### src/hw/rtl/rlas_pkg.sv
// rlas_pkg: shared types, codes and constants for the rate limited approach step block
// no dependencies; used by every other file of the block

package rlas_pkg;

   localparam int unsigned ValueWidth   = 16;
   localparam int unsigned StepWidth    = 15;
   localparam int unsigned ScaleWidth   = 16;
   localparam int unsigned CsrDataWidth = 16;
   localparam int unsigned CsrIdxWidth  = 2;
   localparam int unsigned DivSteps     = 16;
   localparam int unsigned DivCntWidth  = 4;

   typedef logic [ValueWidth-1:0]   value_type;
   typedef logic [StepWidth-1:0]    step_type;
   typedef logic [ScaleWidth-1:0]   scale_type;
   typedef logic [CsrDataWidth-1:0] csr_data_type;
   typedef logic [CsrIdxWidth-1:0]  csr_idx_type;

   // item commands
   localparam logic CMD_STEP = 1'b0;
   localparam logic CMD_LOAD = 1'b1;

   // register indexes
   localparam csr_idx_type REG_DIVISOR    = 2'd0;
   localparam csr_idx_type REG_MAX_STEP   = 2'd1;
   localparam csr_idx_type REG_MIN_STEP   = 2'd2;
   localparam csr_idx_type REG_TIME_SCALE = 2'd3;

   // register reset values
   localparam step_type  DIVISOR_RST    = 15'd1;
   localparam step_type  MAX_STEP_RST   = 15'h7fff;
   localparam step_type  MIN_STEP_RST   = 15'd1;
   localparam scale_type TIME_SCALE_RST = 16'd256;

   typedef enum logic [2:0] {
      ST_IDLE,
      ST_SCALE,
      ST_DIV,
      ST_APPLY,
      ST_OUT
   } state_type;

   // commands from the controller to the datapath
   typedef struct packed {
      logic capture;   // take in the accepted word
      logic scale;     // scale limits, seed divider
      logic div_step;  // one restoring divide step
      logic apply;     // update the current value
      logic out_load;  // move the result into the output register
   } ctrl_type;

endpackage

### src/hw/rtl/rlas_req_if.sv
// rlas_req_if: request channel of the rate limited approach step block
// depends on rlas_pkg

interface rlas_req_if;
   logic                valid;
   logic                ready;
   logic                cmd;
   rlas_pkg::value_type target;

   modport source (output valid, output cmd, output target, input ready);
   modport sink   (input valid, input cmd, input target, output ready);
endinterface

### src/hw/rtl/rlas_rsp_if.sv
// rlas_rsp_if: result channel of the rate limited approach step block
// depends on rlas_pkg

interface rlas_rsp_if;
   logic                valid;
   logic                ready;
   rlas_pkg::value_type new_value;
   rlas_pkg::value_type diff_before;

   modport source (output valid, output new_value, output diff_before, input ready);
   modport sink   (input valid, input new_value, input diff_before, output ready);
endinterface

### src/hw/rtl/rlas_ctrl.sv
// rlas_ctrl: sequencer of the rate limited approach step block
// depends on rlas_pkg; drives the datapath through rlas_pkg::ctrl_type

module rlas_ctrl (
   input  logic               clock,
   input  logic               reset,
   input  logic               req_valid,
   output logic               req_ready,
   output logic               rsp_valid,
   input  logic               rsp_ready,
   output rlas_pkg::ctrl_type ctrl
);

   rlas_pkg::state_type state_ff, state_in;
   logic [rlas_pkg::DivCntWidth-1:0] cnt_ff, cnt_in;
   logic rsp_valid_ff, rsp_valid_in;

   always_ff @(posedge clock) begin
      if (reset) begin
         state_ff     <= rlas_pkg::ST_IDLE;
         cnt_ff       <= '0;
         rsp_valid_ff <= 1'b0;
      end else begin
         state_ff     <= state_in;
         cnt_ff       <= cnt_in;
         rsp_valid_ff <= rsp_valid_in;
      end
   end

   always_comb begin
      state_in  = state_ff;
      cnt_in    = cnt_ff;
      ctrl      = '0;
      req_ready = 1'b0;
      unique case (state_ff)
         rlas_pkg::ST_IDLE: begin
            req_ready = 1'b1;
            if (req_valid) begin
               ctrl.capture = 1'b1;
               state_in     = rlas_pkg::ST_SCALE;
            end
         end
         rlas_pkg::ST_SCALE: begin
            ctrl.scale = 1'b1;
            cnt_in     = '0;
            state_in   = rlas_pkg::ST_DIV;
         end
         rlas_pkg::ST_DIV: begin
            ctrl.div_step = 1'b1;
            cnt_in        = cnt_ff + 1'b1;
            if (cnt_ff == rlas_pkg::DivCntWidth'(rlas_pkg::DivSteps - 1)) begin
               state_in = rlas_pkg::ST_APPLY;
            end
         end
         rlas_pkg::ST_APPLY: begin
            ctrl.apply = 1'b1;
            state_in   = rlas_pkg::ST_OUT;
         end
         rlas_pkg::ST_OUT: begin
            // wait for the output register to be free
            if (!rsp_valid_ff || rsp_ready) begin
               ctrl.out_load = 1'b1;
               state_in      = rlas_pkg::ST_IDLE;
            end
         end
         default: state_in = rlas_pkg::ST_IDLE;
      endcase
      rsp_valid_in = ctrl.out_load | (rsp_valid_ff & ~rsp_ready);
   end

   assign rsp_valid = rsp_valid_ff;

endmodule

### src/hw/rtl/rlas_dpath.sv
// rlas_dpath: registers, scaling multipliers, divider and step logic
// depends on rlas_pkg; controlled by rlas_ctrl through rlas_pkg::ctrl_type

module rlas_dpath (
   input  logic                   clock,
   input  logic                   reset,
   input  rlas_pkg::ctrl_type     ctrl,
   input  logic                   csr_wr_en,
   input  rlas_pkg::csr_idx_type  csr_index,
   input  rlas_pkg::csr_data_type csr_wdata,
   input  logic                   req_cmd,
   input  rlas_pkg::value_type    req_target,
   output rlas_pkg::value_type    rsp_new_value,
   output rlas_pkg::value_type    rsp_diff_before
);

   rlas_pkg::step_type  divisor_ff, max_step_ff, min_step_ff;
   rlas_pkg::scale_type time_scale_ff;

   rlas_pkg::value_type cur_ff, cur_in;
   rlas_pkg::value_type tgt_ff, diff_ff;
   logic                cmd_ff;
   rlas_pkg::step_type  mx_ff, mn_ff;
   rlas_pkg::value_type rem_ff, quo_ff;
   rlas_pkg::value_type res_val_ff, res_diff_ff;
   rlas_pkg::value_type out_val_ff, out_diff_ff;

   logic [30:0]         prod_mx, prod_mn;
   rlas_pkg::step_type  mx_in, mn_in;
   rlas_pkg::step_type  dv;
   rlas_pkg::value_type diff_mag;
   rlas_pkg::value_type shifted;
   logic                fits;
   logic                neg, big;
   rlas_pkg::step_type  step;
   rlas_pkg::value_type moved, chk;
   logic                snap;

   // configuration registers
   always_ff @(posedge clock) begin
      if (reset) begin
         divisor_ff    <= rlas_pkg::DIVISOR_RST;
         max_step_ff   <= rlas_pkg::MAX_STEP_RST;
         min_step_ff   <= rlas_pkg::MIN_STEP_RST;
         time_scale_ff <= rlas_pkg::TIME_SCALE_RST;
      end else if (csr_wr_en) begin
         unique case (csr_index)
            rlas_pkg::REG_DIVISOR:    divisor_ff    <= csr_wdata[14:0];
            rlas_pkg::REG_MAX_STEP:   max_step_ff   <= csr_wdata[14:0];
            rlas_pkg::REG_MIN_STEP:   min_step_ff   <= csr_wdata[14:0];
            rlas_pkg::REG_TIME_SCALE: time_scale_ff <= csr_wdata;
            default:                  ;
         endcase
      end
   end

   // scaled limits, truncated q8.8 product saturated to 15 bits
   always_comb begin
      prod_mx = 31'(max_step_ff) * 31'(time_scale_ff);
      prod_mn = 31'(min_step_ff) * 31'(time_scale_ff);
      mx_in   = (|prod_mx[30:23]) ? 15'h7fff : prod_mx[22:8];
      mn_in   = (|prod_mn[30:23]) ? 15'h7fff : prod_mn[22:8];
      dv      = (divisor_ff == '0) ? 15'd1 : divisor_ff;
      diff_mag = diff_ff[15] ? (16'd0 - diff_ff) : diff_ff;
   end

   // restoring divide step; remainder stays below the divisor so 15 bits suffice
   always_comb begin
      shifted = {rem_ff[14:0], quo_ff[15]};
      fits    = shifted >= {1'b0, dv};
   end

   // step rule
   always_comb begin
      neg   = diff_ff[15];
      big   = quo_ff > {1'b0, mn_ff};
      step  = big ? ((quo_ff > {1'b0, mx_ff}) ? mx_ff : quo_ff[14:0]) : mn_ff;
      moved = neg ? (cur_ff - {1'b0, step}) : (cur_ff + {1'b0, step});
      chk   = neg ? (diff_ff + {1'b0, mn_ff}) : (diff_ff - {1'b0, mn_ff});
      // overshoot of the minimum step lands on the target
      snap  = neg ? !chk[15] : (chk[15] || chk == '0);
      if (cmd_ff == rlas_pkg::CMD_LOAD) begin
         cur_in = tgt_ff;
      end else if (diff_ff == '0) begin
         cur_in = cur_ff;
      end else if (big) begin
         cur_in = moved;
      end else begin
         cur_in = snap ? tgt_ff : moved;
      end
   end

   always_ff @(posedge clock) begin
      if (reset) begin
         cur_ff <= '0;
      end else if (ctrl.apply) begin
         cur_ff <= cur_in;
      end
   end

   always_ff @(posedge clock) begin
      if (ctrl.capture) begin
         cmd_ff  <= req_cmd;
         tgt_ff  <= req_target;
         diff_ff <= req_target - cur_ff;
      end
      if (ctrl.scale) begin
         mx_ff  <= mx_in;
         mn_ff  <= mn_in;
         rem_ff <= '0;
         quo_ff <= diff_mag;
      end
      if (ctrl.div_step) begin
         rem_ff <= fits ? (shifted - {1'b0, dv}) : shifted;
         quo_ff <= {quo_ff[14:0], fits};
      end
      if (ctrl.apply) begin
         res_val_ff  <= cur_in;
         res_diff_ff <= diff_ff;
      end
      if (ctrl.out_load) begin
         out_val_ff  <= res_val_ff;
         out_diff_ff <= res_diff_ff;
      end
   end

   assign rsp_new_value   = out_val_ff;
   assign rsp_diff_before = out_diff_ff;

endmodule

### src/hw/rtl/rate_limited_approach_step.sv
// rate_limited_approach_step: top level, joins sequencer and datapath
// depends on rlas_pkg, rlas_req_if, rlas_rsp_if, rlas_ctrl, rlas_dpath

// slew rate limiter on a signed 16-bit value. each request word either loads
// its target as the current value or moves the current value toward the
// target by the difference divided by the divisor register, clamped to the
// time scaled maximum step and raised to the time scaled minimum step (with
// a snap to the target on overshoot). every request word returns one result
// word with the new value and the difference seen before the step. one word
// is in work at a time. after acceptance it passes the limit multipliers,
// the restoring divider (one quotient bit per cycle), an update step and
// the load into the output register before its result is offered; the
// next word is taken in the idle state. a single waiting result does not
// block the next request; a second finished word waits in the sequencer
// until the output register is free. the user must write registers only
// while idle; the block itself does not enforce it.

module rate_limited_approach_step (
   input  logic                   clock,
   input  logic                   reset,
   rlas_req_if.sink               req_chan,
   rlas_rsp_if.source             rsp_chan,
   input  logic                   csr_wr_en,
   input  rlas_pkg::csr_idx_type  csr_index,
   input  rlas_pkg::csr_data_type csr_wdata
);

   // command bundle from sequencer to datapath
   rlas_pkg::ctrl_type ctrl;

   // sequencer: handshakes, divider step count, output valid
   rlas_ctrl u_ctrl (
      .clock     (clock),
      .reset     (reset),
      .req_valid (req_chan.valid),
      .req_ready (req_chan.ready),
      .rsp_valid (rsp_chan.valid),
      .rsp_ready (rsp_chan.ready),
      .ctrl      (ctrl)
   );

   // datapath: registers, current value, divider, step rule, result word
   rlas_dpath u_dpath (
      .clock           (clock),
      .reset           (reset),
      .ctrl            (ctrl),
      .csr_wr_en       (csr_wr_en),
      .csr_index       (csr_index),
      .csr_wdata       (csr_wdata),
      .req_cmd         (req_chan.cmd),
      .req_target      (req_chan.target),
      .rsp_new_value   (rsp_chan.new_value),
      .rsp_diff_before (rsp_chan.diff_before)
   );

endmodule
### src/flat_wrapper.sv
// flat-port wrapper written by rule: the top's interface ports become plain ports
module rate_limited_approach_step_flat 
  (clock, reset, csr_wr_en, csr_index, csr_wdata, req_chan_valid, req_chan_cmd, req_chan_target, req_chan_ready, rsp_chan_valid, rsp_chan_new_value, rsp_chan_diff_before, rsp_chan_ready);
  rlas_req_if req_chan_i ();
  rlas_rsp_if rsp_chan_i ();
  input  logic clock;
  input  logic reset;
  input  logic csr_wr_en;
  input  rlas_pkg::csr_idx_type csr_index;
  input  rlas_pkg::csr_data_type csr_wdata;
  input wire logic [$bits(req_chan_i.valid)-1:0] req_chan_valid;
  input wire logic [$bits(req_chan_i.cmd)-1:0] req_chan_cmd;
  input wire logic [$bits(req_chan_i.target)-1:0] req_chan_target;
  output wire logic [$bits(req_chan_i.ready)-1:0] req_chan_ready;
  output wire logic [$bits(rsp_chan_i.valid)-1:0] rsp_chan_valid;
  output wire logic [$bits(rsp_chan_i.new_value)-1:0] rsp_chan_new_value;
  output wire logic [$bits(rsp_chan_i.diff_before)-1:0] rsp_chan_diff_before;
  input wire logic [$bits(rsp_chan_i.ready)-1:0] rsp_chan_ready;
  assign req_chan_i.valid = req_chan_valid;
  assign req_chan_i.cmd = req_chan_cmd;
  assign req_chan_i.target = req_chan_target;
  assign req_chan_ready = req_chan_i.ready;
  assign rsp_chan_valid = rsp_chan_i.valid;
  assign rsp_chan_new_value = rsp_chan_i.new_value;
  assign rsp_chan_diff_before = rsp_chan_i.diff_before;
  assign rsp_chan_i.ready = rsp_chan_ready;
  rate_limited_approach_step u_core (.clock(clock), .reset(reset), .req_chan(req_chan_i), .rsp_chan(rsp_chan_i), .csr_wr_en(csr_wr_en), .csr_index(csr_index), .csr_wdata(csr_wdata));
endmodule
### config.mk
export PLATFORM = sky130hd
export DESIGN_NAME = rate_limited_approach_step_flat
export DESIGN_NICKNAME = d
export VERILOG_FILES = /design/src/hw/rtl/rlas_pkg.sv /design/src/hw/rtl/rlas_req_if.sv /design/src/hw/rtl/rlas_rsp_if.sv /design/src/hw/rtl/rlas_ctrl.sv /design/src/hw/rtl/rlas_dpath.sv /design/src/hw/rtl/rate_limited_approach_step.sv /design/src/flat_wrapper.sv
export SDC_FILE = /design/constraint.sdc
export NUM_CORES = 2
export LEC_CHECK = 0
export ABC_AREA = 1
export CAP_MARGIN = 20
export CORE_MARGIN = 3
export CORE_UTILIZATION = 60
export DETAILED_ROUTE_END_ITERATION = 12
export DONT_BUFFER_PORTS = 1
export GPL_TIMING_DRIVEN = 1
export PLACE_DENSITY = 0.76
export SLEW_MARGIN = 25
export SYNTH_ARGS = -nofsm -noshare
export SYNTH_HDL_FRONTEND = slang
export SYNTH_SLANG_ARGS = --single-unit
export TNS_END_PERCENT = 20
### constraint.sdc
create_clock -name clock -period 18.5 [get_ports clock]
set_clock_uncertainty 0.15 [all_clocks]
set_input_delay 0.925 -clock clock [delete_from_list [all_inputs] [get_ports clock]]
set_output_delay 0.925 -clock clock [all_outputs]
set_load 0.01 [all_outputs]
==> impl_metrics.tcl <==
set metrics [dict create \
    cts-root-buf "clkbuf_16" \
    hp-class "flop to flop" \
    clockBufferDepth 3 \
    yosys.area_share.simple_pct 17.2 \
    remaining_drc_errors 0 \
    final.setup.tns_ps 0 \
    worstHoldPathCells 0 \
    synth-seq-cells 243 \
    ant_nets 0 \
    fin_crit_ps 7560 \
    synth-compound-area-share_pct 8.06 \
    syn_nets 4495 \
    port_buffers 0 \
    nFillCells 4289 \
    ir_drop_mv 0.103 \
    r2r_start "u_core.u_dpath.time_scale_ff[8]" \
    cts_tree "yes" \
    syn_area_sq_mm 0.0303 \
    worst-path-max-fanout 18 \
    io_pins 74 \
    max_slew_margin_pct 38.2 \
    final_nets 4393 \
    synth_xor_area_share_pct 3.99 \
    rr_endpoint "u_core.u_dpath.mx_ff[3]" \
    wire_per_inst_um 16.5 \
    cp-end-kind "flop" \
    cp_slowest_stage_delay_ps 760 \
    synth_edf_count 158 \
    multiInputGateArea_sq_mm 0.0196 \
    arrival_ps 7660 \
    drt_iter0_drc 1798 \
    cts_sinks 243 \
    synthFlopType "edfxtp_1" \
    hold_viol 0 \
    dp_hpwl_um 55200 \
    critPathSlowestCell "nor3_2" \
    finalSetupViolCount 0 \
    grt_max_degree 68 \
    drv_slew 0 \
    grtUsageTotal_pct 28.2 \
    synth_area_per_cell_sq_um 7.94 \
    period_share_pct 40.9 \
    synth_seq_area_share_pct 21.3 \
    die_y_um 231 \
    die-area_sq_mm 0.0532 \
    core_sq_mm 0.0494 \
    fp.dieW_um 231 \
    area_growth_pct 4.29 \
    grt_pass1_vias 24200 \
    postCtsSetupBuffers 0 \
    fmaxAchievable_ghz 0.132 \
    cts_hold_buf 0 \
    worst-setup-path-type "flop to flop" \
    startpoint_type "flop" \
    routed-via-count 23700 \
    path_clk_slew_ps 70 \
    synth_top_family_by_area "adder cells" \
    grt_overflow 0 \
    min_from "u_core.u_dpath.res_val_ff[9]" \
    rsz0062_at_grt "false" \
    final_common_cell "inv_1" \
    synth_cells 3816 \
    synth_fa_ha_area_share_pct 35.4 \
    post-route-util_pct 64.0 \
    synthMuxAreaShare_pct 0 \
    worst_pin_slew_ps 921 \
    drive_gt1_share_pct 4.12 \
    yosys_warnings 0 \
    synthDistinctLibCells 62 \
    antenna_found_initial 2 \
    status "completed" \
    rr_worst_depth 25 \
    drt-total-wl_um 72800 \
    grt_pass1_wl_um 122000 \
    clk_latency_ps 560 \
    drt-pass1-iter-count 6 \
    p_leak_nw 17.6 \
    h-tree-depth 1 \
    gp_congestion 0.957 \
    reg2reg_slack_ps 10940 \
    place_ws_ps 11040 \
    cellPowerDensity_mw_per_mm2 105 \
    regArea_sq_mm 0.00645 \
    cp_common_cell "fa_1" \
    worst_slack_ps 10940 \
    cp.required_ps 18600 \
    whs_endpoint "u_core.u_dpath.rsp_new_value[9]" \
    cap_violations 0 \
    initial_core_util_pct 61.4 \
    final_cell_mix "inv_1 (952), nand2_1 (865), fa_1 (362)" \
    cts_buffers 26 \
    rows 81 \
    postCtsResizedCells 0 \
    synthArstFlopShare_pct 0 \
    via_per_inst 5.39 \
]
logic make-up (layout without fill, tap and decap cells):
family	after synthesis	in the layout
other	0	1
AND/OR/NAND/NOR	1252	1252
AO/OA/AOI/OAI	426	426
adder cells (fa/ha/maj)	639	639
XOR/XNOR	137	137
buffers and inverters	1119	1037
flip-flops	243	243
how the worst max path moves through the flow:
| stage | from | end | cells after the start |
|---|---|---|---|
| 3_3_place_gp | u_core.u_dpath.time_scale_ff[8] | u_core.u_dpath.mx_ff[13] | 24 |
| 4_1_cts | u_core.u_dpath.time_scale_ff[8] | u_core.u_dpath.mx_ff[3] | 25 |
| 2_1_floorplan | u_core.u_dpath.min_step_ff[0] | u_core.u_dpath.mn_ff[11] | 32 |
| 6_report | u_core.u_dpath.time_scale_ff[8] | u_core.u_dpath.mx_ff[3] | 25 |
| 3_5_place_dp | u_core.u_dpath.time_scale_ff[8] | u_core.u_dpath.mx_ff[3] | 25 |
| 5_1_grt | u_core.u_dpath.time_scale_ff[8] | u_core.u_dpath.mx_ff[3] | 25 |
cell type report:
type	instances	share of cell area, %
Antenna cell	1	0.00792
Clock buffer	32	2.29
Clock inverter	16	0.404
Inverter	961	11.4
Multi-Input combinational cell	2454	62.1
Sequential cell	243	20.4
Tap cell	664	2.63
Timing Repair Buffer	28	0.729
flip-flops by register name (all words and copies together), names as in the netlist:
| signal | flops |
|---|---|
| u_core.u_ctrl.cnt_ff | 4 |
| u_core.u_ctrl.rsp_valid | 1 |
| u_core.u_ctrl.state_ff | 3 |
| u_core.u_dpath.cmd_ff | 1 |
| u_core.u_dpath.cur_ff | 16 |
| u_core.u_dpath.diff_ff | 16 |
| u_core.u_dpath.divisor_ff | 15 |
| u_core.u_dpath.max_step_ff | 15 |
| u_core.u_dpath.min_step_ff | 15 |
| u_core.u_dpath.mn_ff | 15 |
| u_core.u_dpath.mx_ff | 15 |
| u_core.u_dpath.quo_ff | 16 |
| u_core.u_dpath.rem_ff | 15 |
| u_core.u_dpath.res_diff_ff | 16 |
| u_core.u_dpath.res_val_ff | 16 |
| u_core.u_dpath.rsp_diff_before | 16 |
| u_core.u_dpath.rsp_new_value | 16 |
| u_core.u_dpath.tgt_ff | 16 |
| u_core.u_dpath.time_scale_ff | 16 |
cells in the mapped netlist (6+ instances only):
cell,n,area share (%)
a21o_1,10,0.25
a21oi_1,172,2.8
a21oi_2,13,0.38
a221oi_1,6,0.17
a31oi_1,11,0.23
buf_2,10,0.17
buf_6,6,0.22
clkbuf_1,137,1.7
dfxtp_1,85,5.6
edfxtp_1,158,16
fa_1,362,24
ha_1,277,11
inv_1,953,12
nand2_1,865,11
nand2_2,9,0.19
nand3_1,132,2.2
nand3_2,7,0.23
nand3b_1,11,0.27
nand4_1,9,0.19
nor2_1,158,2.0
nor3_1,24,0.40
nor4_1,7,0.14
o211ai_1,9,0.22
o21a_1,7,0.17
o21ai_0,153,2.5
o21bai_1,8,0.20
o31ai_1,7,0.17
or2_2,7,0.14
xnor2_1,46,1.3
xor2_1,90,2.6
critical path: cells and delay by family (launching register included):
family	cells	cell delay, ps
xor+xnor	1	120
simple gates	9	1890
fa+ha+maj	7	3320
compound gates	3	440
flops	1	750
buf+inv	5	570
stage by stage:
stage	area, sq um	instances	hold slack [ps]	power, W
after detailed placement	30700	4349	255	0.00275
after CTS	31500	4397	265	0.00329
final	31600	4399	267	0.00331
after global placement	30700	4349	250	0.00273
after global routing	31600	4398	271	0.00362
after floorplan	30300	3816	250	0.00228
layer usage:
| layer | vias to the layer above | global-route usage [%] | routed length [um] | share of wire [%] |
|---|---|---|---|---|
| li1 | 11400 | - | - | - |
| met1 | 11400 | 38.3 | 31000 | 43 |
| met2 | 838 | 47.4 | 34200 | 47 |
| met3 | 139 | 3.26 | 5320 | 7.3 |
| met4 | 0 | 9.47 | 2280 | 3.1 |
| met5 | - | 0 | 0 | 0 |
power breakdown:
group / internal, W / total (W) / leakage, nW / switching, W
clock: 0.000295 / 0.000527 / 0.414 / 0.000232
combinational: 0.000743 / 0.00202 / 15.1 / 0.00128
sequential: 0.000673 / 0.000756 / 2.13 / 0.0000837
No activity file was read; power rests on OpenSTA's default activity.
